**config.mk**
```make
export PLATFORM = sky130hd
export DESIGN_NAME = npcs_cell
export DESIGN_NICKNAME = d
export VERILOG_FILES = /design/src/hdl/npcs_pkg.sv /design/src/hdl/npcs_cell.sv
export SDC_FILE = /design/constraint.sdc
export NUM_CORES = 1
export LEC_CHECK = 0
export BUFFER_PORTS_ARGS = -buffer_cell sky130_fd_sc_hd__buf_4
export CAP_MARGIN = 10
export CORE_UTILIZATION = 30
export DETAILED_ROUTE_END_ITERATION = 7
export GPL_TIMING_DRIVEN = 1
export SLEW_MARGIN = 20
export SYNTH_ARGS = -nofsm -noshare
export SYNTH_HDL_FRONTEND = slang
export SYNTH_SLANG_ARGS = --single-unit
export TNS_END_PERCENT = 5
```
**constraint.sdc**
```tcl
create_clock -name clk -period 8.2 [get_ports clk]
set_input_delay 0.82 -clock clk [delete_from_list [all_inputs] [get_ports clk]]
set_output_delay 0.82 -clock clk [all_outputs]
set_load 0.005 [all_outputs]
```
**src/hdl/npcs_pkg.sv**
```systemverilog
package npcs_pkg;

  localparam int LAT_W  = 28;
  localparam int LON_W  = 29;
  localparam int TAG_W  = 16;
  localparam int IDX_W  = 8;
  localparam int DIST_W = 29;

  typedef enum logic [1:0] {
    OP_APPEND = 2'd0,
    OP_CLEAR  = 2'd1,
    OP_QUERY  = 2'd2
  } op_t;

  // Query transaction as it travels down the cell chain, with the best match so far.
  typedef struct packed {
    logic                     valid;
    logic                     have;
    logic signed [LAT_W-1:0]  qlat;
    logic signed [LON_W-1:0]  qlon;
    logic [DIST_W-1:0]        best_dist;
    logic [IDX_W-1:0]         idx;
    logic [TAG_W-1:0]         tag;
  } token_t;

endpackage

```
**src/hdl/npcs_cell.sv**
```systemverilog
module npcs_cell #(
  parameter int INDEX = 0
) (
  input  logic                             clk,
  input  logic                             rst,
  input  logic                             wr_en,
  input  logic signed [npcs_pkg::LAT_W-1:0] wr_lat,
  input  logic signed [npcs_pkg::LON_W-1:0] wr_lon,
  input  logic [npcs_pkg::TAG_W-1:0]        wr_tag,
  input  logic                             active,
  input  npcs_pkg::token_t                 tok_in,
  output npcs_pkg::token_t                 tok_out
);
  import npcs_pkg::*;

  logic signed [LAT_W-1:0] lat;
  logic signed [LON_W-1:0] lon;
  logic [TAG_W-1:0]        tag;
  token_t                  tok;
  token_t                  tok_next;

  logic signed [LAT_W:0] dlat;
  logic signed [LON_W:0] dlon;
  logic [DIST_W-1:0]     alat;
  logic [DIST_W-1:0]     alon;
  logic [DIST_W-1:0]     d;
  logic                  take;

  always_ff @(posedge clk) begin
    if (wr_en) begin
      lat <= wr_lat;
      lon <= wr_lon;
      tag <= wr_tag;
    end
  end

  always_comb begin
    dlat = {tok_in.qlat[LAT_W-1], tok_in.qlat} - {lat[LAT_W-1], lat};
    dlon = {tok_in.qlon[LON_W-1], tok_in.qlon} - {lon[LON_W-1], lon};
    alat = dlat[LAT_W] ? DIST_W'(-dlat) : DIST_W'(dlat);
    alon = dlon[LON_W] ? DIST_W'(-dlon) : DIST_W'(dlon);
    d    = (alat > alon) ? alat : alon;
    // strict compare keeps the earliest entry on a tie
    take = tok_in.valid && active && (!tok_in.have || (d < tok_in.best_dist));

    tok_next = tok_in;
    if (take) begin
      tok_next.have      = 1'b1;
      tok_next.best_dist = d;
      tok_next.idx       = IDX_W'(INDEX);
      tok_next.tag       = tag;
    end
  end

  always_ff @(posedge clk) begin
    if (rst) begin
      tok <= '0;
    end else begin
      tok <= tok_next;
    end
  end

  assign tok_out = tok;

endmodule

```
==> impl_metrics.prom <==
# TYPE chip_impl_metric gauge
chip_impl_metric{name="filler_free_cell_count_of_the_finished_design",unit=""} 2638
chip_impl_metric{name="setup_slack",unit="ns"} 0.1656
chip_impl_metric{name="hold_violations",unit=""} 0
chip_impl_metric{name="synth.net_count",unit=""} 1771
chip_impl_metric{name="tritoncts_num_sinks",unit=""} 185
chip_impl_metric{name="fmaxAchievable",unit="GHz"} 0.1245
chip_impl_metric{name="num_antenna_cells",unit=""} 0
chip_impl_metric{name="die_height",unit="um"} 209.3
chip_impl_metric{name="final-setup-viol-count",unit=""} 0
chip_impl_metric{name="design.portCount",unit=""} 301
chip_impl_metric{name="num-nets-final",unit=""} 2393
chip_impl_metric{name="dpl_worst_slack",unit="ns"} -0.8173
chip_impl_metric{name="fin_worst_hold_slack",unit="ns"} 0.4829
chip_impl_metric{name="power_density",unit="nW/um2"} 234.8
chip_impl_metric{name="h-tree-depth",unit=""} 4
chip_impl_metric{name="maximum_number_of_pins_on_one_net_before_global_route_repair",unit=""} 86
chip_impl_metric{name="hpwl",unit="um"} 34180
chip_impl_metric{name="clkSlewWorstSetupHoldPaths",unit="ns"} 0.07
chip_impl_metric{name="vdd.ir_drop.worst",unit="mV"} 0.2033
chip_impl_metric{name="critical_path.max_stage_delay",unit="ns"} 0.48
chip_impl_metric{name="full_die_area",unit="um2"} 43830
chip_impl_metric{name="slew_limit_fails",unit=""} 0
chip_impl_metric{name="cp_max_fo",unit=""} 7
chip_impl_metric{name="async_flop_share",unit=""} 0
chip_impl_metric{name="io_buffers",unit=""} 300
chip_impl_info{name="timing.hold.worst.start",value="tag[6]"} 1
chip_impl_metric{name="netlist_instances",unit=""} 1464
chip_impl_info{name="startpoint",value="tok_in[53]"} 1
chip_impl_metric{name="clock_insertion_delay_worst_skew",unit="ns"} 0.49
chip_impl_metric{name="overflow",unit=""} 0
chip_impl_metric{name="clockBufferDepth",unit=""} 2
chip_impl_metric{name="layout-drive-gt1-share",unit=""} 0.3930
chip_impl_metric{name="grt_first_pass_wirelength",unit="um"} 66100
chip_impl_info{name="worst_setup_path_end_kind",value="register"} 1
chip_impl_metric{name="areaGrowthSynthToFinish",unit="%"} 51.25
chip_impl_metric{name="total_power",unit="uW"} 4581
chip_impl_metric{name="core",unit="um2"} 42130
chip_impl_metric{name="gp_congestion",unit=""} 0.8729
chip_impl_metric{name="viasPerCell",unit=""} 4.882
chip_impl_metric{name="synth_sequential_area_ratio",unit=""} 0.3438
chip_impl_metric{name="dieWidth",unit="um"} 209.3
chip_impl_metric{name="postRouteAntennaNets",unit=""} 0
chip_impl_metric{name="drtPass1Iterations",unit=""} 5
chip_impl_info{name="worstSetupPathType",value="in -> reg"} 1
chip_impl_info{name="worst_hold_path_type",value="reg -> reg"} 1
chip_impl_info{name="critical-path-slowest-cell",value="or4_4"} 1
chip_impl_info{name="result_of_the_run",value="complete, no violations"} 1
chip_impl_metric{name="number_of_enable_type_register_cells_in_the_synthesized_netlist",unit=""} 73
chip_impl_metric{name="min_period_over_period",unit=""} 0.9798
chip_impl_metric{name="path_buf_inv",unit=""} 8
chip_impl_metric{name="synth-warning-count",unit=""} 0
chip_impl_metric{name="total_leakage_power",unit="uW"} 0.009052
chip_impl_metric{name="worstMarginPinSlew",unit="ns"} 1.036
chip_impl_metric{name="totalWireLength",unit="um"} 43200
chip_impl_info{name="r2r-start",value="lon[0]"} 1
chip_impl_info{name="postSynth.topFlopCell",value="dfxtp_1"} 1
chip_impl_metric{name="dr_total_vias",unit=""} 12880
chip_impl_info{name="cts_tree",value="yes"} 1
chip_impl_metric{name="route.detailed.wl_per_inst",unit="um"} 16.38
chip_impl_metric{name="critPathRequiredTime",unit="ns"} 8.57
chip_impl_metric{name="final.fill_count",unit=""} 4085
chip_impl_metric{name="post-route-min-period",unit="ns"} 8.034
chip_impl_metric{name="avgSynthCellArea",unit="um2"} 8.810
chip_impl_metric{name="max_cap_violations",unit=""} 0
chip_impl_metric{name="post_synth_num_cell_types",unit=""} 97
chip_impl_metric{name="cts_hold_buf",unit=""} 0
chip_impl_metric{name="initial_core_util",unit=""} 0.3061
chip_impl_info{name="rsz_0062_raised_after_global_routing",value="yes"} 1
chip_impl_metric{name="cts_buffers",unit=""} 17
chip_impl_metric{name="dpl.cell_count",unit=""} 2576
chip_impl_metric{name="synth_seq_cells",unit=""} 185
chip_impl_metric{name="finalClockSkew",unit="ns"} 0.01107
chip_impl_metric{name="core.rowCount",unit=""} 75
chip_impl_info{name="worst_setup_path_start_kind",value="primary input"} 1
chip_impl_metric{name="groute.usage.overall",unit=""} 0.1924
chip_impl_metric{name="syn_area",unit="um2"} 12900
chip_impl_metric{name="worstPathArrival",unit="ns"} 8.40
chip_impl_metric{name="number_of_global_route_vias_before_repair",unit=""} 12770
chip_impl_metric{name="fin_tns_setup",unit="ns"} 0
chip_impl_metric{name="route.detailed.drc",unit=""} 0
chip_impl_metric{name="slew_headroom",unit=""} 0.3095
chip_impl_metric{name="drt_iter0_markers",unit=""} 582
chip_impl_metric{name="grt_antenna_before_repair",unit=""} 2
chip_impl_info{name="cts_root_buf",value="clkbuf_16"} 1
chip_impl_info{name="cell_type_group_with_the_largest_total_delay_on_the_critical_path",value="compound AO/OA/AOI/OAI gates"} 1
## repair_timing
item	in CTS	in global routing
setup endpoints to repair	53	53
gates resized for setup	13	101
pin swaps	8	68
gates cloned	0	6
buffers inserted	3	21
## cell type report
| cell class | count | area (um2) | share of cell area |
|---|---|---|---|
| multi-input cells | 1101 | 8239 | 0.4224 |
| repair inverters | 1 | 7.507 | 0.0003848 |
| inverters | 119 | 456.7 | 0.02341 |
| flip-flops and latches | 185 | 4434 | 0.2273 |
| clock inverters | 13 | 136.4 | 0.006991 |
| repair buffers | 661 | 5116 | 0.2623 |
| well taps | 539 | 674.4 | 0.03457 |
| clock buffers | 19 | 442.9 | 0.02271 |
## tightest hold or removal path, delay by kind of cell (launching register included)
family / cells / cell delay [ns]
flops: 1 / 0.32
simple gates: 1 / 0.07
mux: 1 / 0.06
## power breakdown
group	total [uW]	internal, uW	switching, uW
Clock	852	436	416
Combinational	2660	1370	1290
Sequential	1070	1040	28.8
Total	4580	2850	1730
## registers in the layout, summed over array words and instances (netlist names)
name,count
tag,16
lon,29
tok_out,112
lat,28
## Yosys cell counts, drive strengths merged (39+ instances only)
master	count	share of area
nor2	129	0.038
nor2b	73	0.035
xnor2	44	0.030
o21ai	67	0.026
a21oi	118	0.047
xor2	39	0.026
inv	118	0.034
edfxtp	73	0.17
ha	116	0.11
clkbuf	41	0.012
dfxtp	112	0.17
nand2	79	0.023
## kinds of logic after synthesis
family / count (synthesis) / synth area share
AOI/OAI and AO/OA: 374 / 0.1978
muxes: 34 / 0.02658
adders and majority gates: 118 / 0.1156
and+or+nand+nor: 491 / 0.2054
buffers and inverters: 179 / 0.05384
DFF: 185 / 0.3438
xor gates and xnor gates: 83 / 0.05695
## per-layer routing
layer  global-route usage  vias up  routed length (um)
met1               0.2445     6041               20080
li1                     -     6522                   -
met2               0.3178      283               19960
met5                    0        -                  27
met3              0.05626       28                2539
met4              0.04843        4                 589
## stage by stage
step	utilization	instance area, um2
2_1_floorplan	-	12950
4_1_cts	0.4463	18810
5_1_grt	0.4630	19510
3_3_place_gp	0.4304	18140
3_5_place_dp	0.4304	18140
6_report	0.4630	19510
## worst paths after layout
path         depth (start not counted)          end  slack [ns]
max                                 38  tok_out[15]        0.17
min                                  2   tok_out[6]        0.48
max reg2reg                         36  tok_out[15]        0.26
min reg2reg                          2   tok_out[6]        0.48
## cells in the final DEF, fill, tap and decap left out, types with 14 or more instances in the layout
master / n
ha_1: 112
nor3_1: 21
clkbuf_16: 21
o21a_1: 16
a21oi_1: 104
xor2_1: 38
nand3_1: 25
inv_1: 115
and2_1: 19
o211ai_1: 16
xnor2_1: 40
nand2_1: 79
nor2_1: 120
buf_4: 646
nand4_1: 29
mux2i_1: 29
and3_1: 14
dfxtp_1: 112
a21o_1: 30
nor2b_1: 71
edfxtp_1: 73
o21ai_0: 52
Power figures use the tool's default switching activity.
